[src/design/piet_pkg.sv]
`timescale 1ns / 1ps
// Shared constants, types and the sequencer program of the panel event translator.
package piet_pkg;

	localparam int KNOB_COUNT        = 4;
	localparam int BANK_BUTTON_COUNT = 4;
	localparam int KNOB_BITS         = 16;
	localparam int SMOOTH_BITS       = 24;
	localparam int EVENT_SLOTS       = BANK_BUTTON_COUNT + KNOB_COUNT + 3;
	localparam int EVQ_AW            = $clog2(EVENT_SLOTS);
	localparam int CNT_W             = $clog2(EVENT_SLOTS + 1);
	localparam int IDX_W             = $clog2((BANK_BUTTON_COUNT > KNOB_COUNT) ?
		BANK_BUTTON_COUNT : KNOB_COUNT);
	localparam int PROD_W            = SMOOTH_BITS + 16;
	localparam int APB_AW            = 4;

	localparam logic [IDX_W-1:0] BANK_LAST = IDX_W'(BANK_BUTTON_COUNT - 1);
	localparam logic [IDX_W-1:0] KNOB_LAST = IDX_W'(KNOB_COUNT - 1);
	localparam logic [2:0] PLAY_COMBO_INDEX = 3'd4;

	localparam logic [15:0] LONG_PRESS_RST = 16'd700;
	localparam logic [15:0] GAIN_RST       = 16'd13107;
	localparam logic [15:0] THRESHOLD_RST  = 16'd655;
	localparam logic [3:0]  LIMIT_RST      = 4'd11;

	localparam logic [1:0] REG_LONG_PRESS = 2'd0;
	localparam logic [1:0] REG_GAIN       = 2'd1;
	localparam logic [1:0] REG_THRESHOLD  = 2'd2;
	localparam logic [1:0] REG_LIMIT      = 2'd3;

	typedef logic [KNOB_COUNT-1:0][KNOB_BITS-1:0] knob_vec_t;

	typedef enum logic [2:0] {
		EV_BANK  = 3'd0,
		EV_COMBO = 3'd1,
		EV_PLAY  = 3'd2,
		EV_TURN  = 3'd3,
		EV_LONG  = 3'd4,
		EV_CLICK = 3'd5,
		EV_KNOB  = 3'd6
	} ev_kind_t;

	typedef struct packed {
		ev_kind_t             kind;
		logic [2:0]           index;
		logic [7:0]           steps;
		logic [KNOB_BITS-1:0] level;
	} ev_t;

	typedef enum logic [3:0] {
		OP_IDLE  = 4'd0,
		OP_START = 4'd1,
		OP_BANK  = 4'd2,
		OP_PLAY  = 4'd3,
		OP_TURN  = 4'd4,
		OP_LONG  = 4'd5,
		OP_CLICK = 4'd6,
		OP_KMUL  = 4'd7,
		OP_KUPD  = 4'd8,
		OP_EMIT  = 4'd9,
		OP_END   = 4'd10
	} uc_op_t;

	typedef enum logic [2:0] {
		C_NEXT      = 3'd0,
		C_ALWAYS    = 3'd1,
		C_WAIT_IN   = 3'd2,
		C_UNPRIMED  = 3'd3,
		C_BANK_MORE = 3'd4,
		C_KNOB_MORE = 3'd5,
		C_EMIT_MORE = 3'd6
	} uc_cond_t;

	typedef logic [3:0] step_t;

	localparam step_t ST_IDLE  = 4'd0;
	localparam step_t ST_START = 4'd1;
	localparam step_t ST_BANK  = 4'd2;
	localparam step_t ST_PLAY  = 4'd3;
	localparam step_t ST_TURN  = 4'd4;
	localparam step_t ST_LONG  = 4'd5;
	localparam step_t ST_CLICK = 4'd6;
	localparam step_t ST_KMUL  = 4'd7;
	localparam step_t ST_KUPD  = 4'd8;
	localparam step_t ST_EMIT  = 4'd9;
	localparam step_t ST_END   = 4'd10;

	typedef struct packed {
		uc_op_t   op;
		uc_cond_t cond;
		step_t    target;
	} uc_word_t;

	typedef struct packed {
		logic             prime;
		logic             mul;
		logic             upd;
		logic [IDX_W-1:0] idx;
	} kctl_t;

	typedef struct packed {
		logic                 hit;
		logic [KNOB_BITS-1:0] level;
	} kstat_t;

	// A taken condition jumps to the target, otherwise the program falls through.
	function automatic uc_word_t uc_rom(input step_t step);
		uc_word_t w;
		unique case (step)
			ST_IDLE:  w = '{OP_IDLE,  C_WAIT_IN,   ST_IDLE};
			ST_START: w = '{OP_START, C_UNPRIMED,  ST_END};
			ST_BANK:  w = '{OP_BANK,  C_BANK_MORE, ST_BANK};
			ST_PLAY:  w = '{OP_PLAY,  C_NEXT,      ST_IDLE};
			ST_TURN:  w = '{OP_TURN,  C_NEXT,      ST_IDLE};
			ST_LONG:  w = '{OP_LONG,  C_NEXT,      ST_IDLE};
			ST_CLICK: w = '{OP_CLICK, C_NEXT,      ST_IDLE};
			ST_KMUL:  w = '{OP_KMUL,  C_NEXT,      ST_IDLE};
			ST_KUPD:  w = '{OP_KUPD,  C_KNOB_MORE, ST_KMUL};
			ST_EMIT:  w = '{OP_EMIT,  C_EMIT_MORE, ST_EMIT};
			ST_END:   w = '{OP_END,   C_ALWAYS,    ST_IDLE};
			default:  w = '{OP_IDLE,  C_ALWAYS,    ST_IDLE};
		endcase
		return w;
	endfunction

endpackage

[src/design/piet_if.sv]
`timescale 1ns / 1ps
// Valid/ready channel interfaces for panel samples and translated events.
interface piet_sample_if;
	import piet_pkg::*;
	logic                  valid;
	logic                  ready;
	logic                  shift_held;
	logic                  play_held;
	logic [3:0]            bank_held;
	logic signed [7:0]     encoder_steps;
	logic [KNOB_BITS-1:0]  knob_0;
	logic [KNOB_BITS-1:0]  knob_1;
	logic [KNOB_BITS-1:0]  knob_2;
	logic [KNOB_BITS-1:0]  knob_3;
	logic [31:0]           time_ms;

	modport source (output valid, shift_held, play_held, bank_held, encoder_steps,
		knob_0, knob_1, knob_2, knob_3, time_ms, input ready);
	modport sink (input valid, shift_held, play_held, bank_held, encoder_steps,
		knob_0, knob_1, knob_2, knob_3, time_ms, output ready);
endinterface

interface piet_event_if;
	import piet_pkg::*;
	logic                  valid;
	logic                  ready;
	logic [2:0]            event_kind;
	logic [2:0]            event_index;
	logic signed [7:0]     turn_steps;
	logic [KNOB_BITS-1:0]  knob_level;
	logic                  last_event;

	modport source (output valid, event_kind, event_index, turn_steps, knob_level,
		last_event, input ready);
	modport sink (input valid, event_kind, event_index, turn_steps, knob_level,
		last_event, output ready);
endinterface

[src/design/piet_knob_dp.sv]
`timescale 1ns / 1ps
// Knob smoother datapath: shared multiplier, smoothed and reported level stores.
module piet_knob_dp (
	input  logic                clk,
	input  piet_pkg::kctl_t     ctl,
	input  piet_pkg::knob_vec_t knob,
	input  logic [15:0]         gain,
	input  logic [15:0]         thr,
	output piet_pkg::kstat_t    stat
);
	import piet_pkg::*;

	localparam int FRAC_PAD = SMOOTH_BITS - KNOB_BITS;

	logic [SMOOTH_BITS-1:0] smooth_q [KNOB_COUNT];
	logic [SMOOTH_BITS-1:0] rep_q    [KNOB_COUNT];
	logic                   up_s1;
	logic [PROD_W-1:0]      prod_s1;

	logic [SMOOTH_BITS-1:0] x;
	logic [SMOOTH_BITS-1:0] s;
	logic [SMOOTH_BITS-1:0] r;
	logic                   up;
	logic [SMOOTH_BITS-1:0] diff;
	logic [PROD_W-1:0]      rnd;
	logic [SMOOTH_BITS-1:0] mag;
	logic [SMOOTH_BITS-1:0] s_new;
	logic [SMOOTH_BITS-1:0] drift;
	logic                   hit;

	always_comb begin
		x     = {knob[ctl.idx], {FRAC_PAD{1'b0}}};
		s     = smooth_q[ctl.idx];
		r     = rep_q[ctl.idx];
		up    = (x >= s);
		diff  = up ? (x - s) : (s - x);
		rnd   = prod_s1 + PROD_W'(32'h8000);
		mag   = rnd[PROD_W-1:16];
		s_new = up_s1 ? (s + mag) : (s - mag);
		drift = (s_new >= r) ? (s_new - r) : (r - s_new);
		hit   = (drift >= {thr, {(SMOOTH_BITS-16){1'b0}}});
	end

	always_ff @(posedge clk) begin
		if (ctl.mul) begin
			up_s1   <= up;
			prod_s1 <= PROD_W'(gain) * PROD_W'(diff);
		end
		if (ctl.prime) begin
			for (int k = 0; k < KNOB_COUNT; k++) begin
				smooth_q[k] <= {knob[k], {FRAC_PAD{1'b0}}};
				rep_q[k]    <= {knob[k], {FRAC_PAD{1'b0}}};
			end
		end else if (ctl.upd) begin
			smooth_q[ctl.idx] <= s_new;
			if (hit) begin
				rep_q[ctl.idx] <= s_new;
			end
		end
	end

	assign stat.hit   = hit;
	assign stat.level = s_new[SMOOTH_BITS-1 -: KNOB_BITS];

endmodule

[src/design/panel_input_event_translator_top.sv]
`timescale 1ns / 1ps
// Top level of the panel event translator: sequencer, event queue and APB registers.
// The panel channel takes one front-panel sample per transaction; the events channel
// returns zero to eleven event transactions for it, the final one flagged by last_event.
// The very first sample after reset only loads the knob smoothers and button history
// and returns nothing. A microcoded sequencer walks one step per bank button, one each
// for play, turn, long press and click, and two per knob on the shared multiplier, then
// delivers the queued events one per cycle while the receiver is ready. Only one sample
// is in work at a time, while the final event may still sit in the output register.
// When the receiver stalls, the output register holds its event and the sequencer
// waits in its delivery step. Reset clears all history and restores the register
// defaults; the smoother stores need no clearing since the first sample loads them.
// Registers are written through APB at byte address 4*i and read back at the same place.
module panel_input_event_translator_top (
	input  logic                        clk,
	input  logic                        arst_n,
	piet_sample_if.sink                 panel,
	piet_event_if.source                events,
	input  logic                        psel,
	input  logic                        penable,
	input  logic                        pwrite,
	input  logic [piet_pkg::APB_AW-1:0] paddr,
	input  logic [31:0]                 pwdata,
	output logic [31:0]                 prdata,
	output logic                        pready
);
	import piet_pkg::*;

	typedef struct packed {
		logic        shift;
		logic        play;
		logic [3:0]  bank;
		logic [7:0]  steps;
		knob_vec_t   knob;
		logic [31:0] now;
	} sample_t;

	logic [15:0] long_press_q;
	logic [15:0] gain_q;
	logic [15:0] thr_q;
	logic [3:0]  limit_q;

	sample_t     smp_q;
	step_t       step_q;
	logic [IDX_W-1:0] idx_q;
	logic        primed_q;
	logic        prev_shift_q;
	logic        prev_play_q;
	logic [3:0]  prev_bank_q;
	logic [31:0] press_start_q;
	logic        combo_q;
	logic        long_q;
	ev_t         evq_q [EVENT_SLOTS];
	logic [CNT_W-1:0] cnt_q;
	logic [CNT_W-1:0] rd_q;
	logic        out_valid_q;
	ev_t         out_q;
	logic        out_last_q;

	uc_word_t    uc;
	logic        taken;
	step_t       step_nxt;
	logic        accept;
	logic        cfg_wr;
	logic [3:0]  cap;
	logic [31:0] held_ms;
	logic        long_ok;
	logic        bank_edge;
	logic        play_edge;
	logic        push_req;
	logic        push_ok;
	ev_t         push_ev;
	logic        emit_fire;
	logic [CNT_W-1:0] cnt_last;
	kctl_t       kctl;
	kstat_t      kstat;

	assign pready = 1'b1;
	assign cfg_wr = psel && penable && pwrite;

	always_ff @(posedge clk or negedge arst_n) begin
		if (!arst_n) begin
			long_press_q <= LONG_PRESS_RST;
			gain_q       <= GAIN_RST;
			thr_q        <= THRESHOLD_RST;
			limit_q      <= LIMIT_RST;
		end else if (cfg_wr) begin
			unique case (paddr[3:2])
				REG_LONG_PRESS: long_press_q <= pwdata[15:0];
				REG_GAIN:       gain_q       <= pwdata[15:0];
				REG_THRESHOLD:  thr_q        <= pwdata[15:0];
				REG_LIMIT:      limit_q      <= pwdata[3:0];
			endcase
		end
	end

	always_comb begin
		unique case (paddr[3:2])
			REG_LONG_PRESS: prdata = {16'd0, long_press_q};
			REG_GAIN:       prdata = {16'd0, gain_q};
			REG_THRESHOLD:  prdata = {16'd0, thr_q};
			REG_LIMIT:      prdata = {28'd0, limit_q};
		endcase
	end

	assign uc           = uc_rom(step_q);
	assign panel.ready  = (uc.op == OP_IDLE);
	assign accept       = panel.valid && panel.ready;

	assign cap       = (limit_q > 4'(EVENT_SLOTS)) ? 4'(EVENT_SLOTS) : limit_q;
	assign held_ms   = smp_q.now - press_start_q;
	assign long_ok   = smp_q.shift && !combo_q && !long_q &&
		(held_ms >= {16'd0, long_press_q});
	assign bank_edge = smp_q.bank[idx_q] && !prev_bank_q[idx_q];
	assign play_edge = smp_q.play && !prev_play_q;
	assign cnt_last  = cnt_q - CNT_W'(1);
	assign emit_fire = (uc.op == OP_EMIT) && (cnt_q != '0) &&
		(!out_valid_q || events.ready);

	assign kctl.prime = (uc.op == OP_START) && !primed_q;
	assign kctl.mul   = (uc.op == OP_KMUL);
	assign kctl.upd   = (uc.op == OP_KUPD);
	assign kctl.idx   = idx_q;

	piet_knob_dp u_knob_dp (
		.clk  (clk),
		.ctl  (kctl),
		.knob (smp_q.knob),
		.gain (gain_q),
		.thr  (thr_q),
		.stat (kstat)
	);

	always_comb begin
		push_req = 1'b0;
		push_ev  = '0;
		unique case (uc.op)
			OP_BANK: begin
				push_req      = bank_edge;
				push_ev.kind  = smp_q.shift ? EV_COMBO : EV_BANK;
				push_ev.index = 3'(idx_q);
			end
			OP_PLAY: begin
				push_req      = play_edge;
				push_ev.kind  = smp_q.shift ? EV_COMBO : EV_PLAY;
				push_ev.index = smp_q.shift ? PLAY_COMBO_INDEX : 3'd0;
			end
			OP_TURN: begin
				push_req      = (smp_q.steps != 8'd0);
				push_ev.kind  = EV_TURN;
				push_ev.steps = smp_q.steps;
			end
			OP_LONG: begin
				push_req      = long_ok;
				push_ev.kind  = EV_LONG;
			end
			OP_CLICK: begin
				push_req      = !smp_q.shift && prev_shift_q && !combo_q && !long_q;
				push_ev.kind  = EV_CLICK;
			end
			OP_KUPD: begin
				push_req      = kstat.hit;
				push_ev.kind  = EV_KNOB;
				push_ev.index = 3'(idx_q);
				push_ev.level = kstat.level;
			end
			default: ;
		endcase
	end

	assign push_ok = push_req && (cnt_q < CNT_W'(cap));

	always_comb begin
		unique case (uc.cond)
			C_NEXT:      taken = 1'b0;
			C_ALWAYS:    taken = 1'b1;
			C_WAIT_IN:   taken = !accept;
			C_UNPRIMED:  taken = !primed_q;
			C_BANK_MORE: taken = (idx_q != BANK_LAST);
			C_KNOB_MORE: taken = (idx_q != KNOB_LAST);
			C_EMIT_MORE: taken = (cnt_q != '0) && !(emit_fire && (rd_q == cnt_last));
			default:     taken = 1'b0;
		endcase
		step_nxt = taken ? uc.target : step_q + step_t'(1);
	end

	always_ff @(posedge clk or negedge arst_n) begin
		if (!arst_n) begin
			step_q        <= ST_IDLE;
			idx_q         <= '0;
			primed_q      <= 1'b0;
			prev_shift_q  <= 1'b0;
			prev_play_q   <= 1'b0;
			prev_bank_q   <= '0;
			press_start_q <= '0;
			combo_q       <= 1'b0;
			long_q        <= 1'b0;
			cnt_q         <= '0;
			rd_q          <= '0;
			out_valid_q   <= 1'b0;
		end else begin
			step_q <= step_nxt;
			unique case (uc.op)
				OP_START: begin
					cnt_q <= '0;
					rd_q  <= '0;
					idx_q <= '0;
					if (!primed_q) begin
						primed_q <= 1'b1;
					end else if (smp_q.shift && !prev_shift_q) begin
						press_start_q <= smp_q.now;
						combo_q       <= 1'b0;
						long_q        <= 1'b0;
					end
				end
				OP_BANK: begin
					idx_q <= taken ? idx_q + IDX_W'(1) : '0;
					if (bank_edge && smp_q.shift) begin
						combo_q <= 1'b1;
					end
				end
				OP_PLAY: begin
					if (play_edge && smp_q.shift) begin
						combo_q <= 1'b1;
					end
				end
				OP_LONG: begin
					if (long_ok) begin
						long_q <= 1'b1;
					end
				end
				OP_CLICK: begin
					if (!smp_q.shift && prev_shift_q) begin
						combo_q <= 1'b0;
						long_q  <= 1'b0;
					end
				end
				OP_KUPD: begin
					idx_q <= taken ? idx_q + IDX_W'(1) : '0;
				end
				OP_END: begin
					prev_shift_q <= smp_q.shift;
					prev_play_q  <= smp_q.play;
					prev_bank_q  <= smp_q.bank;
				end
				default: ;
			endcase
			if (push_ok) begin
				cnt_q <= cnt_q + CNT_W'(1);
			end
			if (emit_fire) begin
				out_valid_q <= 1'b1;
				rd_q        <= rd_q + CNT_W'(1);
			end else if (events.valid && events.ready) begin
				out_valid_q <= 1'b0;
			end
		end
	end

	always_ff @(posedge clk) begin
		if (accept) begin
			smp_q.shift   <= panel.shift_held;
			smp_q.play    <= panel.play_held;
			smp_q.bank    <= panel.bank_held;
			smp_q.steps   <= panel.encoder_steps;
			smp_q.knob[0] <= panel.knob_0;
			smp_q.knob[1] <= panel.knob_1;
			smp_q.knob[2] <= panel.knob_2;
			smp_q.knob[3] <= panel.knob_3;
			smp_q.now     <= panel.time_ms;
		end
		if (push_ok) begin
			evq_q[cnt_q[EVQ_AW-1:0]] <= push_ev;
		end
		if (emit_fire) begin
			out_q      <= evq_q[rd_q[EVQ_AW-1:0]];
			out_last_q <= (rd_q == cnt_last);
		end
	end

	assign events.valid       = out_valid_q;
	assign events.event_kind  = out_q.kind;
	assign events.event_index = out_q.index;
	assign events.turn_steps  = out_q.steps;
	assign events.knob_level  = out_q.level;
	assign events.last_event  = out_last_q;

endmodule

[src/flat_wrapper.sv]
// flat-port wrapper written by rule: the top's interface ports become plain ports
module panel_input_event_translator_top_flat import piet_pkg::*;
  (clk, arst_n, psel, penable, pwrite, paddr, pwdata, prdata, pready, panel_valid, panel_shift_held, panel_play_held, panel_bank_held, panel_encoder_steps, panel_knob_0, panel_knob_1, panel_knob_2, panel_knob_3, panel_time_ms, panel_ready, events_valid, events_event_kind, events_event_index, events_turn_steps, events_knob_level, events_last_event, events_ready);
  piet_sample_if panel_i ();
  piet_event_if events_i ();
  input  logic clk;
  input  logic arst_n;
  input  logic psel;
  input  logic penable;
  input  logic pwrite;
  input  logic [piet_pkg::APB_AW-1:0] paddr;
  input  logic [31:0] pwdata;
  output logic [31:0] prdata;
  output logic pready;
  input wire logic [$bits(panel_i.valid)-1:0] panel_valid;
  input wire logic [$bits(panel_i.shift_held)-1:0] panel_shift_held;
  input wire logic [$bits(panel_i.play_held)-1:0] panel_play_held;
  input wire logic [$bits(panel_i.bank_held)-1:0] panel_bank_held;
  input wire logic [$bits(panel_i.encoder_steps)-1:0] panel_encoder_steps;
  input wire logic [$bits(panel_i.knob_0)-1:0] panel_knob_0;
  input wire logic [$bits(panel_i.knob_1)-1:0] panel_knob_1;
  input wire logic [$bits(panel_i.knob_2)-1:0] panel_knob_2;
  input wire logic [$bits(panel_i.knob_3)-1:0] panel_knob_3;
  input wire logic [$bits(panel_i.time_ms)-1:0] panel_time_ms;
  output wire logic [$bits(panel_i.ready)-1:0] panel_ready;
  output wire logic [$bits(events_i.valid)-1:0] events_valid;
  output wire logic [$bits(events_i.event_kind)-1:0] events_event_kind;
  output wire logic [$bits(events_i.event_index)-1:0] events_event_index;
  output wire logic [$bits(events_i.turn_steps)-1:0] events_turn_steps;
  output wire logic [$bits(events_i.knob_level)-1:0] events_knob_level;
  output wire logic [$bits(events_i.last_event)-1:0] events_last_event;
  input wire logic [$bits(events_i.ready)-1:0] events_ready;
  assign panel_i.valid = panel_valid;
  assign panel_i.shift_held = panel_shift_held;
  assign panel_i.play_held = panel_play_held;
  assign panel_i.bank_held = panel_bank_held;
  assign panel_i.encoder_steps = panel_encoder_steps;
  assign panel_i.knob_0 = panel_knob_0;
  assign panel_i.knob_1 = panel_knob_1;
  assign panel_i.knob_2 = panel_knob_2;
  assign panel_i.knob_3 = panel_knob_3;
  assign panel_i.time_ms = panel_time_ms;
  assign panel_ready = panel_i.ready;
  assign events_valid = events_i.valid;
  assign events_event_kind = events_i.event_kind;
  assign events_event_index = events_i.event_index;
  assign events_turn_steps = events_i.turn_steps;
  assign events_knob_level = events_i.knob_level;
  assign events_last_event = events_i.last_event;
  assign events_i.ready = events_ready;
  panel_input_event_translator_top u_core (.clk(clk), .arst_n(arst_n), .panel(panel_i), .events(events_i), .psel(psel), .penable(penable), .pwrite(pwrite), .paddr(paddr), .pwdata(pwdata), .prdata(prdata), .pready(pready));
endmodule
[config.mk]
export PLATFORM = sky130hd
export DESIGN_NAME = panel_input_event_translator_top_flat
export DESIGN_NICKNAME = d
export VERILOG_FILES = /design/src/design/piet_pkg.sv /design/src/design/piet_if.sv /design/src/design/piet_knob_dp.sv /design/src/design/panel_input_event_translator_top.sv /design/src/flat_wrapper.sv
export SDC_FILE = /design/constraint.sdc
export NUM_CORES = 2
export LEC_CHECK = 0
export BUFFER_PORTS_ARGS = -buffer_cell sky130_fd_sc_hd__buf_2
export CORE_AREA = 2 2 247 370
export DETAILED_ROUTE_END_ITERATION = 10
export DIE_AREA = 0 0 249 372
export GPL_TIMING_DRIVEN = 0
export HOLD_SLACK_MARGIN = 0.12
export PLACE_DENSITY = 0.77
export SLEW_MARGIN = 20
export SYNTH_ARGS = -nofsm -noshare
export SYNTH_HDL_FRONTEND = slang
export SYNTH_HIERARCHICAL = 1
export SYNTH_SLANG_ARGS = --single-unit
[constraint.sdc]
create_clock -name clk -period 15.5 [get_ports clk]
set_clock_uncertainty 0.1 [all_clocks]
set_input_delay 0.775 -clock clk [delete_from_list [all_inputs] [get_ports clk]]
set_output_delay 0.775 -clock clk [all_outputs]
set_load 0.005 [all_outputs]
==> flow_summary.ini <==
[status]
status = finished, final reports clean

[synthesis]
ys_seq_area_share_pct = 44.0
synthArstFlopShare_pct = 13.6
postSynthCellCount = 4513
syn_avg_cell_area_um2 = 11.8
netlist_area_um2 = 53200
yosys-top-cells-area = edfxtp_1 (39%), fa_1 (12%), ha_1 (6.8%)
ys_seq_elements = 797
yosys.area.top_type_share_pct = 38.9
synth_edf_count = 689
yosysTopAreaCell = edfxtp_1
ys.flop_type = edfxtp_1
yosys_warnings = 6
synth_cell_types = 98

[detailed_routing]
dr.first_iter.drc_count = 3009
finalWirelength_mm = 150
vias = 37300
routedWlPerCell_um = 24.8
ant_nets = 0
drc = 0
viasPerCell = 6.18
dr.pass1.iters = 8

[global_route]
grt-ovfl-total = 0
grt_pass1_wl_mm = 225
grt_use_total_pct = 32.6
grt_pass1_vias = 39100
antenna_found_initial = 8
grt_max_degree = 61

[timing]
finalHoldViolations = 0
worst_pin_slew_ns = 1.24
fin_crit_sh_pct = 95.6
setup_viol = 0
fmax_mhz = 67.5
min_period_ns = 14.82
finalMaxSlewViolations = 0
rsz0062_at_grt = false
slew_headroom_pct = 16.6

[clock_network]
clk_latency_ns = 0.67
clock_path_buffers = 3
clk_pin_slew_worst_paths_ns = 0.06
cts_tree = built
htreeDepth = 3
cts_root_buffer = clkbuf_16
numCtsBuffers = 76
clkSinkCount = 797

[setup_path]
cp.arrival_ns = 14.96
worstSetupEndpointType = flip-flop
cp-startpoint = u_core/idx_q[0]$_DFFE_PN0P_
path_common_cell = ha_1
worstSetupStartpointType = flip-flop
slowest_stage = clkdlybuf4s15_1
rr_startpoint = u_core/idx_q[0]$_DFFE_PN0P_
crit_end = u_core/u_knob_dp/rep_q[1][22]$_DFFE_PP_
crit_path_max_fanout = 24
r2r_slack_ns = 0.68
path_class = reg -> reg
max_stage_delay_ns = 0.88
required_ns = 15.64
reg2reg_depth = 36
r2r_end = u_core/u_knob_dp/rep_q[1][22]$_DFFE_PP_

[floorplan]
initial_core_util_pct = 59.4
die_h_um = 372
io_pins = 219
core_um2 = 89700
num_rows = 135
die_w_um = 249
dieArea_um2 = 92600

[placement]
portBuffers = 182
post-dp-hpwl_mm = 113
gp_congestion = 0.999
placed_area_um2 = 56200
placed_cells = 5894

[flow_run]
drv_cap = 0

[cells_and_area]
finalNonFillerCells = 6034
fin_nets = 5562
drive_gt1_share_pct = 16.0
layout_commonest_cell = edfxtp_1
fillers = 6655
final_area_um2 = 58800
syn2layout_area_growth_pct = 10.4
mostFrequentLayoutCells = edfxtp_1 (689), inv_1 (524), nand2_1 (514), fa_1 (310), ha_1 (290)

[worst_hold_path]
hp-class = in -> reg
hold_depth = 1
cells in the mapped netlist (all sizes together), types with 35 or more instances:
master,count
a21oi,174
mux4,158
edfxtp,689
mux2i,35
nor2,162
and2,167
a21o,75
nor4,43
fa,310
ha,290
buf,71
clkbuf,160
xor2,72
nand3,50
mux2,155
o21ai,229
dfrtp,85
inv,526
xnor2,95
nand2,516
nor3,44
worst max-delay path: cells and delay by family, from the launching register on:
kind | cells | cell delay (ns)
XOR/XNOR | 2 | 0.79
buffers and inverters | 8 | 4.11
AND/OR/NAND/NOR | 6 | 2.58
multiplexers | 2 | 1.02
adder cells (fa/ha/maj) | 3 | 1.10
AO/OA/AOI/OAI | 15 | 4.09
flip-flops | 1 | 0.53
stage by stage:
step	util (%)	setup WS (ns)	hold WS, ns	setup TNS, ns
5_1_grt	65.5	0.107	0.156	0
3_5_place_dp	62.7	0.159	0.380	0
3_3_place_gp	62.1	-0.0667	0.368	-2.29
2_1_floorplan	-	4.26	0.350	0
4_1_cts	65.5	0.0748	0.137	0
6_report	65.5	0.680	0.181	0
cells by family (layout without fill, tap and decap cells):
family	after synthesis	in the layout	synth area share, %
multiplexers	348	348	10.6
XOR/XNOR	167	167	2.76
adder cells (fa/ha/maj)	600	600	18.5
flip-flops	797	797	44.0
AO/OA/AOI/OAI	686	686	8.08
AND/OR/NAND/NOR	1154	1154	10.4
buffers and inverters	759	1099	5.64
other	2	19	0.0141
metal layers:
metal,GRT usage [%],part of all wire (%),vias up
li1,-,-,16400
met1,34.9,34,18600
met2,58.2,51,1788
met3,5.87,7.1,558
met4,23.2,7.9,12
met5,0,0.052,-
flip-flops by register name, summed over array words and instances (netlist names), 4 cells and up:
register and count:
u_core/u_knob_dp/smooth_q 96, u_core/long_press_q 16, u_core/thr_q 16, u_core/step_q 4
u_core/prev_bank_q 4, u_core/press_start_q 32, u_core/events.turn_steps 8, u_core/u_knob_dp/prod_s1 25
u_core/smp_q 110, u_core/events.knob_level 16, u_core/gain_q 16, u_core/rd_q 4
u_core/evq_q 330, u_core/u_knob_dp/rep_q 96, u_core/limit_q 4, u_core/cnt_q 4
worst min-delay path by stage:
stage	startpoint	to
after global routing	panel_knob_2[8]	u_core/smp_q[72]$_DFFE_PP_
final	panel_knob_1[0]	u_core/smp_q[48]$_DFFE_PP_
after global placement	u_core/prev_bank_q[0]$_DFFE_PN0N_	u_core/prev_bank_q[0]$_DFFE_PN0N_
after CTS	panel_knob_0[1]	u_core/smp_q[33]$_DFFE_PP_
after detailed placement	u_core/prev_bank_q[0]$_DFFE_PN0N_	u_core/prev_bank_q[0]$_DFFE_PN0N_
after floorplan	u_core/prev_bank_q[0]$_DFFE_PN0N_	u_core/prev_bank_q[0]$_DFFE_PN0N_
final cells by class:
class	instances	area [um2]	share of cell area (%)
multi-input cells	2972	27000	45.9
plain buffers	231	1030	1.76
clock inverters	37	405	0.690
inverters	528	1980	3.37
diodes	2	5.00	0.00852
clock buffers	100	2090	3.55
well taps	1164	1460	2.48
flip-flops and latches	797	23400	39.9
repair buffers	203	1420	2.42
what timing repair did:
| action | CTS | global route |
|---|---|---|
| hold buffers | 1 | 0 |
| hold endpoints to repair | 51 | 0 |
| resized for setup | 0 | 3 |
| buffers inserted | 0 | 0 |
| setup endpoints to repair | 0 | 72 |
Power is not shown: default switching activity piles up to over one toggle a cycle in this logic, so the estimate is an artifact.
